## src/hdl/swls_pkg.sv

```systemverilog
package swls_pkg;

   // Width of the color field of a write request.
   localparam int COLOR_W = 24;

   // Width of every timing register.
   localparam int TICKS_W = 16;

   // Configuration port.
   localparam int CSR_INDEX_W = 3;
   localparam logic [CSR_INDEX_W-1:0] CSR_ZERO_HIGH  = 3'd0;
   localparam logic [CSR_INDEX_W-1:0] CSR_ZERO_LOW   = 3'd1;
   localparam logic [CSR_INDEX_W-1:0] CSR_ONE_HIGH   = 3'd2;
   localparam logic [CSR_INDEX_W-1:0] CSR_ONE_LOW    = 3'd3;
   localparam logic [CSR_INDEX_W-1:0] CSR_LATCH_LOW  = 3'd4;

   // Reset values of the timing registers.
   localparam logic [TICKS_W-1:0] RST_ZERO_HIGH = 16'd7;
   localparam logic [TICKS_W-1:0] RST_ZERO_LOW  = 16'd27;
   localparam logic [TICKS_W-1:0] RST_ONE_HIGH  = 16'd27;
   localparam logic [TICKS_W-1:0] RST_ONE_LOW   = 16'd7;
   localparam logic [TICKS_W-1:0] RST_LATCH_LOW = 16'd1000;

   // Request codes as they arrive on the input channel.
   localparam logic [1:0] REQ_TICK  = 2'd0;
   localparam logic [1:0] REQ_WRITE = 2'd1;
   localparam logic [1:0] REQ_LATCH = 2'd2;

   // Depth of the queue between the front and the back end.
   localparam int QUEUE_DEPTH = 2;

   typedef enum logic [1:0] {
      OP_TICK  = 2'd0,
      OP_WRITE = 2'd1,
      OP_LATCH = 2'd2,
      OP_NONE  = 2'd3
   } op_type;

   typedef struct packed {
      logic [1:0]         req_type;
      logic [COLOR_W-1:0] color;
   } req_payload_type;

   typedef struct packed {
      logic line_level;
      logic busy_res;
      logic rejected;
   } rsp_payload_type;

   typedef struct packed {
      logic [TICKS_W-1:0] zero_high;
      logic [TICKS_W-1:0] zero_low;
      logic [TICKS_W-1:0] one_high;
      logic [TICKS_W-1:0] one_low;
      logic [TICKS_W-1:0] latch_low;
   } timing_type;

   typedef struct packed {
      logic full;
      logic empty;
   } queue_status_type;

   // A programmed duration of zero behaves as one tick.
   function automatic logic [TICKS_W-1:0] at_least_one(input logic [TICKS_W-1:0] value);
      logic [TICKS_W-1:0] result;
      result = (value == '0) ? TICKS_W'(1) : value;
      return result;
   endfunction

endpackage

```

## src/hdl/swls_front.sv

```systemverilog
module swls_front #(
   parameter int BITS_PER_LED = 24
) (
   input  logic                           clock,
   input  logic                           reset,
   input  logic                           req_valid,
   output logic                           req_ready,
   input  swls_pkg::req_payload_type      req_data,
   input  swls_pkg::queue_status_type     queue_status,
   output logic                           push,
   output swls_pkg::op_type               push_op,
   output logic [BITS_PER_LED-1:0]        push_word
);
   import swls_pkg::*;

   logic                    stage_valid_ff;
   logic                    stage_valid_in;
   op_type                  stage_op_ff;
   op_type                  stage_op_in;
   logic [BITS_PER_LED-1:0] stage_word_ff;
   logic [BITS_PER_LED-1:0] stage_word_in;
   logic [BITS_PER_LED-1:0] color_word;
   op_type                  decoded_op;
   logic                    accept;

   // Fit the color field to the word that is shifted out.
   generate
      if (BITS_PER_LED > COLOR_W) begin : g_wide
         assign color_word = {{(BITS_PER_LED - COLOR_W){1'b0}}, req_data.color};
      end else if (BITS_PER_LED == COLOR_W) begin : g_exact
         assign color_word = req_data.color;
      end else begin : g_narrow
         assign color_word = req_data.color[BITS_PER_LED-1:0];
      end
   endgenerate

   always_comb begin
      unique case (req_data.req_type)
         REQ_TICK:  decoded_op = OP_TICK;
         REQ_WRITE: decoded_op = OP_WRITE;
         REQ_LATCH: decoded_op = OP_LATCH;
         default:   decoded_op = OP_NONE;
      endcase
   end

   assign push      = stage_valid_ff && !queue_status.full;
   assign req_ready = !stage_valid_ff || !queue_status.full;
   assign accept    = req_valid && req_ready;
   assign push_op   = stage_op_ff;
   assign push_word = stage_word_ff;

   always_comb begin
      stage_valid_in = stage_valid_ff;
      stage_op_in    = stage_op_ff;
      stage_word_in  = stage_word_ff;
      if (accept) begin
         stage_valid_in = 1'b1;
         stage_op_in    = decoded_op;
         stage_word_in  = color_word;
      end else if (push) begin
         stage_valid_in = 1'b0;
      end
   end

   always_ff @(posedge clock) begin
      if (reset) begin
         stage_valid_ff <= 1'b0;
      end else begin
         stage_valid_ff <= stage_valid_in;
      end
      stage_op_ff   <= stage_op_in;
      stage_word_ff <= stage_word_in;
   end

endmodule

```

## src/hdl/swls_queue.sv

```systemverilog
module swls_queue #(
   parameter int BITS_PER_LED = 24
) (
   input  logic                        clock,
   input  logic                        reset,
   input  logic                        push,
   input  swls_pkg::op_type            push_op,
   input  logic [BITS_PER_LED-1:0]     push_word,
   input  logic                        pop,
   output swls_pkg::op_type            pop_op,
   output logic [BITS_PER_LED-1:0]     pop_word,
   output swls_pkg::queue_status_type  queue_status
);
   import swls_pkg::*;

   localparam int PTR_W   = (QUEUE_DEPTH > 1) ? $clog2(QUEUE_DEPTH) : 1;
   localparam int COUNT_W = $clog2(QUEUE_DEPTH + 1);
   localparam logic [PTR_W-1:0]   LAST_SLOT = PTR_W'(QUEUE_DEPTH - 1);
   localparam logic [COUNT_W-1:0] FULL_COUNT = COUNT_W'(QUEUE_DEPTH);

   op_type                  op_ff   [QUEUE_DEPTH];
   logic [BITS_PER_LED-1:0] word_ff [QUEUE_DEPTH];
   logic [PTR_W-1:0]        wr_ptr_ff;
   logic [PTR_W-1:0]        wr_ptr_in;
   logic [PTR_W-1:0]        rd_ptr_ff;
   logic [PTR_W-1:0]        rd_ptr_in;
   logic [COUNT_W-1:0]      count_ff;
   logic [COUNT_W-1:0]      count_in;

   assign queue_status.full  = (count_ff == FULL_COUNT);
   assign queue_status.empty = (count_ff == '0);
   assign pop_op   = op_ff[rd_ptr_ff];
   assign pop_word = word_ff[rd_ptr_ff];

   always_comb begin
      wr_ptr_in = wr_ptr_ff;
      rd_ptr_in = rd_ptr_ff;
      count_in  = count_ff;
      if (push) begin
         wr_ptr_in = (wr_ptr_ff == LAST_SLOT) ? '0 : wr_ptr_ff + PTR_W'(1);
      end
      if (pop) begin
         rd_ptr_in = (rd_ptr_ff == LAST_SLOT) ? '0 : rd_ptr_ff + PTR_W'(1);
      end
      if (push && !pop) begin
         count_in = count_ff + COUNT_W'(1);
      end else if (pop && !push) begin
         count_in = count_ff - COUNT_W'(1);
      end
   end

   always_ff @(posedge clock) begin
      if (reset) begin
         wr_ptr_ff <= '0;
         rd_ptr_ff <= '0;
         count_ff  <= '0;
      end else begin
         wr_ptr_ff <= wr_ptr_in;
         rd_ptr_ff <= rd_ptr_in;
         count_ff  <= count_in;
      end
      if (push) begin
         op_ff[wr_ptr_ff]   <= push_op;
         word_ff[wr_ptr_ff] <= push_word;
      end
   end

endmodule

```

## src/hdl/swls_back.sv

```systemverilog
module swls_back #(
   parameter int BITS_PER_LED = 24
) (
   input  logic                        clock,
   input  logic                        reset,
   input  swls_pkg::timing_type        timing,
   input  swls_pkg::queue_status_type  queue_status,
   input  swls_pkg::op_type            pop_op,
   input  logic [BITS_PER_LED-1:0]     pop_word,
   output logic                        pop,
   output logic                        rsp_valid,
   input  logic                        rsp_ready,
   output swls_pkg::rsp_payload_type   rsp_data
);
   import swls_pkg::*;

   localparam int CNT_W = $clog2(BITS_PER_LED);
   localparam logic [CNT_W-1:0] LAST_BIT = CNT_W'(BITS_PER_LED - 1);

   typedef enum logic [3:0] {
      PH_IDLE  = 4'b0001,
      PH_HIGH  = 4'b0010,
      PH_LOW   = 4'b0100,
      PH_LATCH = 4'b1000
   } phase_type;

   phase_type               phase_ff;
   phase_type               phase_in;
   logic [TICKS_W-1:0]      left_ff;
   logic [TICKS_W-1:0]      left_in;
   logic [BITS_PER_LED-1:0] shift_ff;
   logic [BITS_PER_LED-1:0] shift_in;
   logic [CNT_W-1:0]        remaining_ff;
   logic [CNT_W-1:0]        remaining_in;
   logic                    rsp_valid_ff;
   logic                    rsp_valid_in;
   rsp_payload_type         rsp_data_ff;
   rsp_payload_type         rsp_data_in;
   logic                    busy;
   logic                    rejected;
   logic [BITS_PER_LED-1:0] shifted;

   assign busy    = (phase_ff != PH_IDLE);
   assign shifted = {shift_ff[BITS_PER_LED-2:0], 1'b0};

   // One queued item is executed per cycle whenever the result register can take it.
   assign pop = !queue_status.empty && (!rsp_valid_ff || rsp_ready);

   always_comb begin
      phase_in     = phase_ff;
      left_in      = left_ff;
      shift_in     = shift_ff;
      remaining_in = remaining_ff;
      rejected     = 1'b0;
      unique case (pop_op)
         OP_TICK: begin
            if (busy) begin
               if (left_ff > TICKS_W'(1)) begin
                  left_in = left_ff - TICKS_W'(1);
               end else begin
                  left_in = '0;
                  // The phase has run out, so the next one starts in the same tick.
                  if (phase_ff == PH_HIGH) begin
                     phase_in = PH_LOW;
                     left_in  = at_least_one(shift_ff[BITS_PER_LED-1] ?
                                             timing.one_low : timing.zero_low);
                  end else if (phase_ff == PH_LOW && remaining_ff != '0) begin
                     phase_in     = PH_HIGH;
                     shift_in     = shifted;
                     remaining_in = remaining_ff - CNT_W'(1);
                     left_in      = at_least_one(shifted[BITS_PER_LED-1] ?
                                                 timing.one_high : timing.zero_high);
                  end else begin
                     phase_in = PH_IDLE;
                  end
               end
            end
         end
         OP_WRITE: begin
            if (busy) begin
               rejected = 1'b1;
            end else begin
               phase_in     = PH_HIGH;
               shift_in     = pop_word;
               remaining_in = LAST_BIT;
               left_in      = at_least_one(pop_word[BITS_PER_LED-1] ?
                                           timing.one_high : timing.zero_high);
            end
         end
         OP_LATCH: begin
            if (busy) begin
               rejected = 1'b1;
            end else begin
               phase_in = PH_LATCH;
               left_in  = at_least_one(timing.latch_low);
            end
         end
         default: begin
         end
      endcase
   end

   always_comb begin
      rsp_data_in.line_level = (phase_in == PH_HIGH);
      rsp_data_in.busy_res   = (phase_in != PH_IDLE);
      rsp_data_in.rejected   = rejected;
      if (pop) begin
         rsp_valid_in = 1'b1;
      end else if (rsp_ready) begin
         rsp_valid_in = 1'b0;
      end else begin
         rsp_valid_in = rsp_valid_ff;
      end
   end

   always_ff @(posedge clock) begin
      if (reset) begin
         phase_ff     <= PH_IDLE;
         left_ff      <= '0;
         shift_ff     <= '0;
         remaining_ff <= '0;
         rsp_valid_ff <= 1'b0;
      end else begin
         rsp_valid_ff <= rsp_valid_in;
         if (pop) begin
            phase_ff     <= phase_in;
            left_ff      <= left_in;
            shift_ff     <= shift_in;
            remaining_ff <= remaining_in;
         end
      end
      if (pop) begin
         rsp_data_ff <= rsp_data_in;
      end
   end

   assign rsp_valid = rsp_valid_ff;
   assign rsp_data  = rsp_data_ff;

endmodule

```

## src/hdl/single_wire_led_serializer.sv

```systemverilog
// Pulse-width encoder for a single-wire LED data line.
// Requests arrive on the req_ channel (valid/ready). A tick advances the
// waveform by one tick of line time, a write loads a color word that is sent
// most significant bit first, and a latch holds the line low for the latch
// time. Every request yields exactly one transfer on the rsp_ channel with the
// line level after that request, a busy flag, and a rejected flag for a write
// or latch that arrived while a color or latch period was still in progress.
// The csr_ port writes the five timing registers; write it only while idle.
// A request passes the front decode register and the two-entry queue, whose
// head is executed into the response register. Throughput is one request per
// cycle while the receiver does not stall; the single step of the sequencer
// per request is what sets that figure. When the receiver stalls, the queue
// and front register absorb up to three more requests, then req_ready drops;
// after a long stall the front register waits for the full flag to clear,
// even while the full queue drains. Reset returns the line to idle low, clears
// the queue and the pending response, and restores the default timing values.
module single_wire_led_serializer #(
   parameter int BITS_PER_LED = 24
) (
   input  logic                                   clock,
   input  logic                                   reset,
   input  logic                                   req_valid,
   output logic                                   req_ready,
   input  swls_pkg::req_payload_type              req_data,
   output logic                                   rsp_valid,
   input  logic                                   rsp_ready,
   output swls_pkg::rsp_payload_type              rsp_data,
   input  logic                                   csr_we,
   input  logic [swls_pkg::CSR_INDEX_W-1:0]       csr_index,
   input  logic [swls_pkg::TICKS_W-1:0]           csr_wdata
);
   import swls_pkg::*;

   timing_type              timing_ff;
   timing_type              timing_in;
   queue_status_type        queue_status;
   logic                    push;
   op_type                  push_op;
   logic [BITS_PER_LED-1:0] push_word;
   logic                    pop;
   op_type                  pop_op;
   logic [BITS_PER_LED-1:0] pop_word;

   always_comb begin
      timing_in = timing_ff;
      if (csr_we) begin
         unique case (csr_index)
            CSR_ZERO_HIGH: timing_in.zero_high = csr_wdata;
            CSR_ZERO_LOW:  timing_in.zero_low  = csr_wdata;
            CSR_ONE_HIGH:  timing_in.one_high  = csr_wdata;
            CSR_ONE_LOW:   timing_in.one_low   = csr_wdata;
            CSR_LATCH_LOW: timing_in.latch_low = csr_wdata;
            default: begin
            end
         endcase
      end
   end

   always_ff @(posedge clock) begin
      if (reset) begin
         timing_ff.zero_high <= RST_ZERO_HIGH;
         timing_ff.zero_low  <= RST_ZERO_LOW;
         timing_ff.one_high  <= RST_ONE_HIGH;
         timing_ff.one_low   <= RST_ONE_LOW;
         timing_ff.latch_low <= RST_LATCH_LOW;
      end else begin
         timing_ff <= timing_in;
      end
   end

   swls_front #(
      .BITS_PER_LED (BITS_PER_LED)
   ) u_front (
      .clock        (clock),
      .reset        (reset),
      .req_valid    (req_valid),
      .req_ready    (req_ready),
      .req_data     (req_data),
      .queue_status (queue_status),
      .push         (push),
      .push_op      (push_op),
      .push_word    (push_word)
   );

   swls_queue #(
      .BITS_PER_LED (BITS_PER_LED)
   ) u_queue (
      .clock        (clock),
      .reset        (reset),
      .push         (push),
      .push_op      (push_op),
      .push_word    (push_word),
      .pop          (pop),
      .pop_op       (pop_op),
      .pop_word     (pop_word),
      .queue_status (queue_status)
   );

   swls_back #(
      .BITS_PER_LED (BITS_PER_LED)
   ) u_back (
      .clock        (clock),
      .reset        (reset),
      .timing       (timing_ff),
      .queue_status (queue_status),
      .pop_op       (pop_op),
      .pop_word     (pop_word),
      .pop          (pop),
      .rsp_valid    (rsp_valid),
      .rsp_ready    (rsp_ready),
      .rsp_data     (rsp_data)
   );

`ifndef SYNTH
   // A dropped request leaves the running transfer untouched, so the line stays busy.
   a_reject_while_busy: assert property (@(posedge clock) disable iff (reset)
      rsp_valid && rsp_data.rejected |-> rsp_data.busy_res)
      else $error("rejected response without busy line");

   // A high line is always part of a bit in progress.
   a_high_means_busy: assert property (@(posedge clock) disable iff (reset)
      rsp_valid && rsp_data.line_level |-> rsp_data.busy_res)
      else $error("line high while idle");

   // The front end never writes into a full queue.
   a_no_overflow: assert property (@(posedge clock) disable iff (reset)
      push |-> !queue_status.full)
      else $error("queue overflow");

   // Nothing can be executed from an empty queue.
   a_no_underflow: assert property (@(posedge clock) disable iff (reset)
      pop |-> !queue_status.empty)
      else $error("queue underflow");
`endif

endmodule

```

## config.mk

```make
export PLATFORM = sky130hd
export DESIGN_NAME = single_wire_led_serializer
export DESIGN_NICKNAME = d
export VERILOG_FILES = /design/src/hdl/swls_pkg.sv /design/src/hdl/swls_front.sv /design/src/hdl/swls_queue.sv /design/src/hdl/swls_back.sv /design/src/hdl/single_wire_led_serializer.sv
export SDC_FILE = /design/constraint.sdc
export NUM_CORES = 1
export LEC_CHECK = 0
export ABC_AREA = 1
export BUFFER_PORTS_ARGS = -buffer_cell sky130_fd_sc_hd__buf_2
export CORE_MARGIN = 1.5
export CORE_UTILIZATION = 50
export CTS_CLUSTER_SIZE = 28
export DETAILED_ROUTE_END_ITERATION = 8
export HOLD_SLACK_MARGIN = 0.03
export PLACE_DENSITY = 0.74
export SYNTH_ARGS = -nofsm -noshare
export SYNTH_HDL_FRONTEND = slang
export SYNTH_HIERARCHICAL = 1
export SYNTH_SLANG_ARGS = --single-unit
```

## constraint.sdc

```tcl
create_clock -name clock -period 3.9 [get_ports clock]
set_clock_uncertainty 0.05 [all_clocks]
set_input_delay 0.585 -clock clock [delete_from_list [all_inputs] [get_ports clock]]
set_output_delay 0.585 -clock clock [all_outputs]
set_load 0.005 [all_outputs]
```

==> results by group, run 1 <==
Min path
  • Hold crit path type: input pin to flip-flop
  • WHS Path Cells: 1

Die
  • Die H: 149 um
  • Row count: 53
  • IO Pins: 55
  • Chip width: 149 um
  • Die area: 22200 um2
  • Initial core utilization: 0.508
  • Core Footprint: 21000 um2

Placement
  • Hpwl dp: 18.0 mm
  • Placed Cells: 1652
  • Placer Congestion: 0.919
  • Port Buffer Count: 54

Synthesis
  • Most common flop cell mapped by yosys: dfxtp_1
  • Yosys warnings: 6
  • Most frequent cells after synthesis: nand2_1 (410), nor2_1 (202), dfxtp_1 (136)
  • Top cells by area, synth: dfxtp_1 (26%), edfxtp_1 (23%), nand2_1 (14%), nor2_1 (7.1%), nand3_1 (5.2%)
  • Post-synth top area cell: dfxtp_1
  • Synth Register Bits: 217
  • Synth Instances: 1372
  • Most frequent cell after synthesis: nand2_1
  • Ys async rst share: 0
  • Share of the synthesized area in the top cell type: 0.256
  • Syn_area_per_cell: 7.76 um2
  • Unique masters post-synth: 48
  • EDFF count, synth: 81
  • Net Count, Synth: 1431
  • Register area share after synthesis: 0.484
  • Post-Syn Area: 10600 um2

CTS
  • Root Driver: clkbuf_16
  • Postcts setup bufs: 0
  • # hold bufs at CTS: 0
  • Sink Count: 217
  • CTS Buffer Depth: 3
  • CTS clk-pin slew, worst paths: 0.06 ns
  • CTS buffer count: 25
  • Clk_lat worst skew: 0.53 ns
  • CTS tree: done
  • H-Tree Depth: 1
  • Post-CTS Resized: 0

Pwr
  • Cell-internal power: 4.92 mW
  • Sw frac: 0.364
  • Pleak: 5.10 nW
  • Gate power share: 0.335
  • Clock network power share: 0.300
  • PwrDens: 652 nW/um2
  • VDD IR-drop max: 0.000537 V
  • P_sw: 2.81 mW
  • Sequential Power Share: 0.366

Route
  • Wire per inst: 15.3 um
  • Routed vias: 9132
  • Iter 0 DRT Violations: 859
  • Final wirelength: 26.0 mm
  • TritonRoute pass-1 iters: 5
  • Vias per inst: 5.38
  • DRC Markers: 0
  • Post-route ant nets: 0

Cells and area
  • Layout cells sized above 1: 0.119
  • Final std cells w/o fill: 1697
  • Filler cells: 1940
  • Syn-to-layout area delta: 11.4%
  • ANT cells: 0
  • Nets: 1463

GRT
  • Initial antenna violation count: 0
  • Global-route wire length before repair: 42.5 mm
  • Overall routing resource usage: 0.239
  • Total global routing overflow: 0
  • Number of global-route vias before repair: 8434
  • Largest net degree at the start of global routing: 64

STA
  • Worst Tran Pin Value: 1.08 ns
  • RSZ-0062 raised after global routing: no
  • Setup tns final: 0 ns
  • Fin. max-slew vios: 0
  • Period utilization: 0.697
  • Hold Fails Final Rpt: 0
  • Final Critical Period: 2.72 ns
  • Relative slew slack: 0.280
  • Highest Clock Rate: 368 MHz
  • Finish-stage setup viols: 0

Setup path
  • Startpoint Class: flip-flop
  • Kind of critical path: flip-flop to flip-flop
  • CP Data Required Time: 4.26 ns
  • Worst r2r path cells: 8
  • Crit. End Element: flip-flop
  • Crit-path max FO: 19
  • CP arrival: 3.08 ns

Flow run
  • Max_cap viols: 0

Outcome
  • Outcome: completed
cells by family after synthesis:
family / Yosys count / synth area share
flip-flops: 217 / 0.484
XOR/XNOR: 11 / 0.00905
adder cells (fa/ha/maj): 9 / 0.0106
buffers and inverters: 171 / 0.0703
multiplexers: 26 / 0.0345
AND/OR/NAND/NOR: 764 / 0.301
AO/OA/AOI/OAI: 174 / 0.0905
placed cells by master (no fill, tap or decap), drive strengths merged, types with 2 or more instances in the layout:
cell and count:
mux2 26, nor3 8, xor2 7, dfxtp 136, buf 69, nor2 214, a22oi 14, clkbuf 34
or2 4, bufinv 2, ha 9, nand2 414, xnor2 4, clkinv 5, inv 107, o211ai 3
nand3b 3, a21oi 69, nor4 3, nand3 111, clkinvlp 4, edfxtp 81, o21ai 82, nand4 7
worst max-delay path, cell delays in order, from the launching register on:
cell      delay (ns)
dfxtp_1         0.42
mux2_4          0.34
inv_1           0.09
ha_1            0.62
o31ai_1         0.25
nand4_4         0.27
clkinv_2        0.25
o21ai_0         0.23
a21oi_1         0.06
power groups by stage:
stage | combinational (mW) | sequential (mW) | clock, mW
after floorplan | 2.02 | 2.82 | 0
after global placement | 2.51 | 2.86 | 0
after detailed placement | 2.54 | 2.87 | 0
after CTS | 2.56 | 2.83 | 2.36
after global routing | 2.89 | 2.86 | 2.46
final | 2.59 | 2.83 | 2.32
sequential cells by signal, indices dropped and copies added (netlist names), named ones only:
register,cells
u_back/rsp_valid,1
u_queue/op_ff,4
u_queue/wr_ptr_ff,1
u_back/rsp_data,3
u_queue/count_ff,2
timing_ff,80
u_front/push_op,2
u_queue/word_ff,48
u_back/remaining_ff,5
u_queue/rd_ptr_ff,1
u_back/phase_ff,4
u_back/shift_ff,24
u_back/left_ff,16
u_front/push_word,24
u_front/stage_valid_ff,1
cell type report:
| class | count | area, um2 | share of cell area |
|---|---|---|---|
| clock inverters | 11 | 131 | 0.0111 |
| repair buffers | 69 | 383 | 0.0323 |
| inverters | 107 | 403 | 0.0340 |
| multi-input cells | 984 | 4750 | 0.401 |
| flip-flops and latches | 217 | 5150 | 0.435 |
| clock buffers | 34 | 691 | 0.0582 |
| well taps | 275 | 344 | 0.0290 |
metrics by stage:
stage	hold slack (ns)	worst slack (ns)	utilization	total power [mW]	instance area, um2
after global routing	0.161	0.890	0.566	8.21	11900
after detailed placement	0.384	1.21	0.527	5.41	11000
after CTS	0.159	1.20	0.566	7.75	11900
after floorplan	0.371	1.50	-	4.84	10600
after global placement	0.372	1.30	0.527	5.37	11000
final	0.183	1.18	0.566	7.73	11900
worst paths after layout:
path | startpoint | to | slack (ns)
max reg2reg | flip-flop | u_back/left_ff[1] | 1.18
min | req_data[19] | u_front/push_word[19] | 0.18
max | flip-flop | u_back/left_ff[1] | 1.18
min reg2reg | u_front/push_word[18] | u_queue/word_ff[0][18] | 0.40
metal layers:
metal  up-vias  track usage  share of wire
li1       4506            -              -
met1      4222        0.324           0.44
met2       348        0.388           0.46
met3        56       0.0413          0.078
met4         0       0.0757          0.026
met5         -            0              0
No activity file was read; power rests on OpenSTA's default activity.
==> inputs of run 2 (changes only) <==
--- a/config.mk
+++ b/config.mk
@@ -5,7 +5,7 @@
 export SDC_FILE = /design/constraint.sdc
 export NUM_CORES = 1
 export LEC_CHECK = 0
-export ABC_AREA = 1
+export ABC_AREA = 0
 export BUFFER_PORTS_ARGS = -buffer_cell sky130_fd_sc_hd__buf_2
 export CORE_MARGIN = 1.5
 export CORE_UTILIZATION = 50
==> constraint.sdc (replaced) <==
create_clock -name clock -period 2.6 [get_ports clock]
set_clock_uncertainty 0.05 [all_clocks]
set_input_delay 0.39 -clock clock [delete_from_list [all_inputs] [get_ports clock]]
set_output_delay 0.39 -clock clock [all_outputs]
set_load 0.005 [all_outputs]
==> results by group, run 2 <==
GRT
  • Global route hottest layer: met2
  • Number of global-route vias before repair: 7222
  • Global-route wire length before repair: 38.9 mm
  • Met3 Use GR: 0.0331
  • M1 GR Usage: 0.331
  • Overall routing resource usage: 0.226
  • Total global routing overflow: 0
  • Met2 usage: 0.349
  • Largest net degree at the start of global routing: 89
  • Initial antenna violation count: 0

Outcome
  • Outcome: completed

Cells and area
  • Nets: 1069
  • Design area: 11900 um2
  • ANT cells: 0
  • Number of flip-flops in the largest register: 80
  • Most frequent cells in the layout: mux2i_1 (136), dfxtp_1 (136), nor2_1 (83)
  • Syn-to-layout area delta: 16.6%
  • Largest registers: timing_ff (80), u_queue/word_ff (48)
  • Final std cells w/o fill: 1297
  • Layout cells sized above 1: 0.190
  • Reg with most FFs: timing_ff

Die
  • Chip width: 146 um
  • IO Pins: 55
  • Core Footprint: 20200 um2
  • Die area: 21400 um2
  • Die H: 146 um
  • Row count: 52
  • Initial core utilization: 0.508

Setup path
  • Crit. End Element: flip-flop
  • CP Data Required Time: 2.98 ns
  • Kind of critical path: flip-flop to flip-flop
  • Crit-path max FO: 6
  • Reg2reg setup slack: 0.12 ns
  • Startpoint Class: flip-flop
  • CP arrival: 2.86 ns

Route
  • Post-route ant nets: 0
  • Routed vias: 7484
  • Wire per inst: 18.6 um
  • Final wirelength: 24.1 mm
  • DRC Markers: 0
  • TritonRoute pass-1 iters: 5
  • Iter 0 DRT Violations: 596
  • Vias per inst: 5.77

Synthesis
  • Unique masters post-synth: 72
  • Post-Syn Area: 10200 um2
  • Net Count, Synth: 985
  • Yosys warnings: 6
  • Synth Instances: 926
  • Synth Register Bits: 217
  • Most frequent cell after synthesis: mux2i_1
  • Share of the synthesized area in the top cell type: 0.266
  • Ys async rst share: 0
  • Register area share after synthesis: 0.503
  • Post-synth top area cell: dfxtp_1
  • Most frequent cells after synthesis: mux2i_1 (137), dfxtp_1 (136), nor2_1 (83)
  • EDFF count, synth: 81
  • Syn_area_per_cell: 11.1 um2
  • Top cells by area, synth: dfxtp_1 (27%), edfxtp_1 (24%), mux2i_1 (13%), nand2b_1 (5.0%), mux2_2 (4.3%)
  • Most common flop cell mapped by yosys: dfxtp_1

CTS
  • Sink Count: 217
  • CTS buffer count: 24
  • Clk_lat worst skew: 0.54 ns
  • CTS tree: done
  • CTS Buffer Depth: 3
  • H-Tree Depth: 1
  • Root Driver: clkbuf_16
  • CTS clk-pin slew, worst paths: 0.06 ns

Placement
  • Placer Congestion: 0.955
  • Hpwl dp: 16.4 mm
  • Placed Cells: 1228
  • Dpl cell area: 10900 um2
  • Port Buffer Count: 54

STA
  • RSZ-0062 raised after global routing: yes
  • Hold Fails Final Rpt: 0
  • Relative slew slack: 0.463
  • Highest Clock Rate: 404 MHz
  • Fin. max-slew vios: 0
  • Final Critical Period: 2.48 ns
  • Finish-stage setup viols: 0
  • Worst Tran Pin Value: 0.805 ns
  • Setup tns final: 0 ns
  • Period utilization: 0.953

Pwr
  • VDD IR-drop max: 0.000548 V
  • PwrDens: 1010 nW/um2
  • Tot Pwr: 12.1 mW
  • Pleak: 4.48 nW

Min path
  • Hold crit path type: input pin to flip-flop

Flow run
  • Max_cap viols: 0
## run 2: cell count changes in the layout (fill, tap and decap cells not counted), sizes merged, moves of 16 or more
cell         previous run  this run
mux2i                   0       137
nor4                    3        19
nand2b                  0        82
buf                    69        90
nand3                 111        10
inv                   107        23
a211oi                  0        32
nor2                  214        84
nand2                 414        22
o21ai                  82        17
a21oi                  69        26
dlygate4sd3             0        26
## run 2: what timing repair did
action	in CTS	in global routing
hold buffers	26	0
setup buffers	0	0
resized for setup	0	2
hold endpoints to repair	26	0
setup endpoints to repair	0	8
## run 2: worst paths after layout
path / start / endpoint / cells after the start
max: flip-flop / u_back/left_ff[13] / 8
max reg2reg: flip-flop / u_back/left_ff[13] / 8
min: req_valid / u_front/stage_valid_ff / 3
min reg2reg: u_front/push_word[20] / u_queue/word_ff[0][20] / 0
## run 2: per-layer routing
layer,part of all wire,up-vias
li1,-,3588
met1,0.47,3580
met2,0.45,264
met3,0.063,52
met4,0.024,0
met5,0,-
## run 2: cells by family (layout without fill, tap and decap cells)
family | Yosys count | count (layout) | synth area share
xor gates and xnor gates | 10 | 10 | 0.00854
muxes | 176 | 176 | 0.177
buffers and inverters | 80 | 181 | 0.0363
AOI/OAI and AO/OA | 145 | 145 | 0.103
DFF | 217 | 217 | 0.503
adders and majority gates | 9 | 9 | 0.0110
and+or+nand+nor | 289 | 289 | 0.162
## run 2: final cells by class
type	count	area, um2
clock buffer	26	608
clock inverter	17	146
fill	1691	8220
inverter	22	82.6
multi-input combinational	629	4780
sequential	217	5150
tap	270	338
timing repair buffer	116	841
## run 2: per-stage QoR
stage          setup slack, ns  hold slack [ns]  utilization
6_report                 0.123           0.0717        0.592
5_1_grt                -0.0272           0.0792        0.592
4_1_cts                  0.117           0.0611        0.592
3_5_place_dp             0.154            0.380        0.542
3_3_place_gp             0.148            0.372        0.542
2_1_floorplan           0.0125            0.371            -
## run 2: worst max-delay path, cell delays in order (launching register included)
cell	delay, ns
dfxtp_1	0.36
mux2_2	0.38
ha_1	0.20
or2_2	0.32
mux2i_2	0.24
nand2_1	0.24
a211oi_1	0.31
a21oi_1	0.07
a211oi_1	0.22
## run 2: report_power, final
part,switching [mW],leakage (nW),total [mW],internal [mW]
Combinational,2.62,2.25,4.61,1.98
Sequential,0.338,1.86,4.28,3.94
Clock,1.40,0.365,3.21,1.81
==> inputs of run 3 (changes only) <==
--- a/config.mk
+++ b/config.mk
@@ -5,7 +5,7 @@
 export SDC_FILE = /design/constraint.sdc
 export NUM_CORES = 1
 export LEC_CHECK = 0
-export ABC_AREA = 0
+export ABC_AREA = 1
 export BUFFER_PORTS_ARGS = -buffer_cell sky130_fd_sc_hd__buf_2
 export CORE_MARGIN = 1.5
 export CORE_UTILIZATION = 50
==> results by group, run 3 (synthesized netlist as in run 1, its figures left out) <==
Outcome
  • Outcome: completed

GRT
  • Overall routing resource usage: 0.246
  • Initial antenna violation count: 0
  • Number of global-route vias before repair: 8784
  • Met2 usage: 0.418
  • Met3 Use GR: 0.0352
  • Largest net degree at the start of global routing: 81
  • Global-route wire length before repair: 43.6 mm
  • M1 GR Usage: 0.321
  • Global route hottest layer: met2
  • Total global routing overflow: 0

Pwr
  • Tot Pwr: 11.6 mW
  • Pleak: 5.28 nW
  • VDD IR-drop max: 0.000796 V
  • PwrDens: 948 nW/um2

STA
  • Period utilization: 0.918
  • RSZ-0062 raised after global routing: no
  • Worst Setup Slack, final: 0.214 ns
  • Relative slew slack: 0.441
  • Final Critical Period: 2.39 ns
  • Setup tns final: 0 ns
  • Finish-stage setup viols: 0
  • Worst Tran Pin Value: 0.839 ns
  • Fin. max-slew vios: 0
  • Highest Clock Rate: 419 MHz
  • Hold Fails Final Rpt: 0

CTS
  • Postcts setup bufs: 0
  • Root Driver: clkbuf_16
  • H-Tree Depth: 1
  • CTS clk-pin slew, worst paths: 0.07 ns
  • Sink Count: 217
  • CTS Buffer Depth: 3
  • CTS buffer count: 24
  • Clk_lat worst skew: 0.53 ns
  • CTS tree: done
  • Post-CTS Resized: 0

Die
  • IO Pins: 55
  • Die area: 22200 um2
  • Core Footprint: 21000 um2
  • Row count: 53
  • Initial core utilization: 0.508
  • Die H: 149 um
  • Chip width: 149 um

Route
  • TritonRoute pass-1 iters: 5
  • Iter 0 DRT Violations: 752
  • Post-route ant nets: 0
  • Routed vias: 9243
  • Vias per inst: 5.33
  • DRC Markers: 0
  • Wire per inst: 15.5 um
  • Final wirelength: 26.8 mm

Placement
  • Port Buffer Count: 54
  • Hpwl dp: 18.1 mm
  • Dpl cell area: 11200 um2
  • Placer Congestion: 0.966
  • Pre-CTS setup slack: 0.241 ns

Cells and area
  • Most frequent cells in the layout: nand2_1 (410), nor2_1 (201), dfxtp_1 (136)
  • Design area: 12200 um2
  • Filler cells: 1841
  • Layout cells sized above 1: 0.125
  • Multi-input logic area: 4750 um2
  • Reg with most FFs: timing_ff
  • Syn-to-layout area delta: 14.8%
  • Largest registers: timing_ff (80), u_queue/word_ff (48)
  • Number of flip-flops in the largest register: 80
  • Register area: 5150 um2
  • Nets: 1499
  • Most common cell after layout, fill and taps aside: nand2_1
  • ANT cells: 0

Setup path
  • CP Data Required Time: 2.96 ns
  • Kind of critical path: flip-flop to flip-flop
  • CP arrival: 2.74 ns
  • Crit. End Element: flip-flop
  • Startpoint Class: flip-flop
  • Crit-path max FO: 17

Flow run
  • Max_cap viols: 0

Min path
  • Hold crit path type: input pin to flip-flop
run 3: cell types whose count changed in the layout (fill, tap and decap cells not counted), moves of 23 or more:
cell      before  now
a211oi_1      31    0
inv_1         22  102
a21oi_1       26   64
nand2_1       22  410
nand3_1       10  110
mux2_2        39    6
o21ai_1        0   23
o21ai_0       16   58
nor2_1        83  201
nand2b_1      81    0
mux2i_1      136    0
run 3: metrics by stage:
step	utilization	hold slack, ns	std cells
detailed placement	0.533	0.382	1663
global placement	0.533	0.372	1663
floorplan	-	0.371	1372
finish	0.583	0.0633	1733
global route	0.583	0.0794	1733
CTS	0.583	0.0456	1733
run 3: worst paths after layout:
| check | from | endpoint | slack [ns] | cells after the start |
|---|---|---|---|---|
| worst max-delay path | flip-flop | u_back/left_ff[3] | 0.21 | 10 |
| worst min-delay path | csr_wdata[5] | timing_ff[5] | 0.06 | 3 |
| worst max register to register | flip-flop | u_back/left_ff[3] | 0.21 | 10 |
| worst min register to register | u_front/push_word[16] | u_queue/word_ff[0][16] | 0.40 | 0 |
run 3: layout make-up:
type,instances,area share
Inverter,107,0.0330
Tap cell,275,0.0282
Sequential cell,217,0.422
Timing Repair Buffer,106,0.0635
Clock inverter,17,0.0122
Multi-Input combinational cell,984,0.389
Clock buffer,27,0.0525
run 3: repair_timing:
item	CTS	global route
endpoints found under the hold margin	26	0
endpoints found under the setup margin	0	0
hold buffers	26	0
run 3: critical path, cell delays in order (launching register included):
cell and delay, ns:
dfxtp_1 0.42, mux2_4 0.34, inv_1 0.09, ha_2 0.22, inv_1 0.13, nor2_2 0.24
nor2_8 0.07, nand4_4 0.19, clkinv_2 0.24, o21ai_0 0.20, a21oi_1 0.06
run 3: where the power goes:
group	switching (mW)	total (mW)	leakage [nW]	internal [mW]
Sequential	0.270	4.24	1.87	3.97
Combinational	2.56	4.00	3.03	1.45
Clock	1.44	3.34	0.387	1.90
Total	4.26	11.6	5.28	7.32
run 3: per-layer routing:
layer  up-vias  wire, um
met2       336     12600
li1       4583         -
met5         -         0
met4         0       846
met3        63      1820
met1      4261     11600
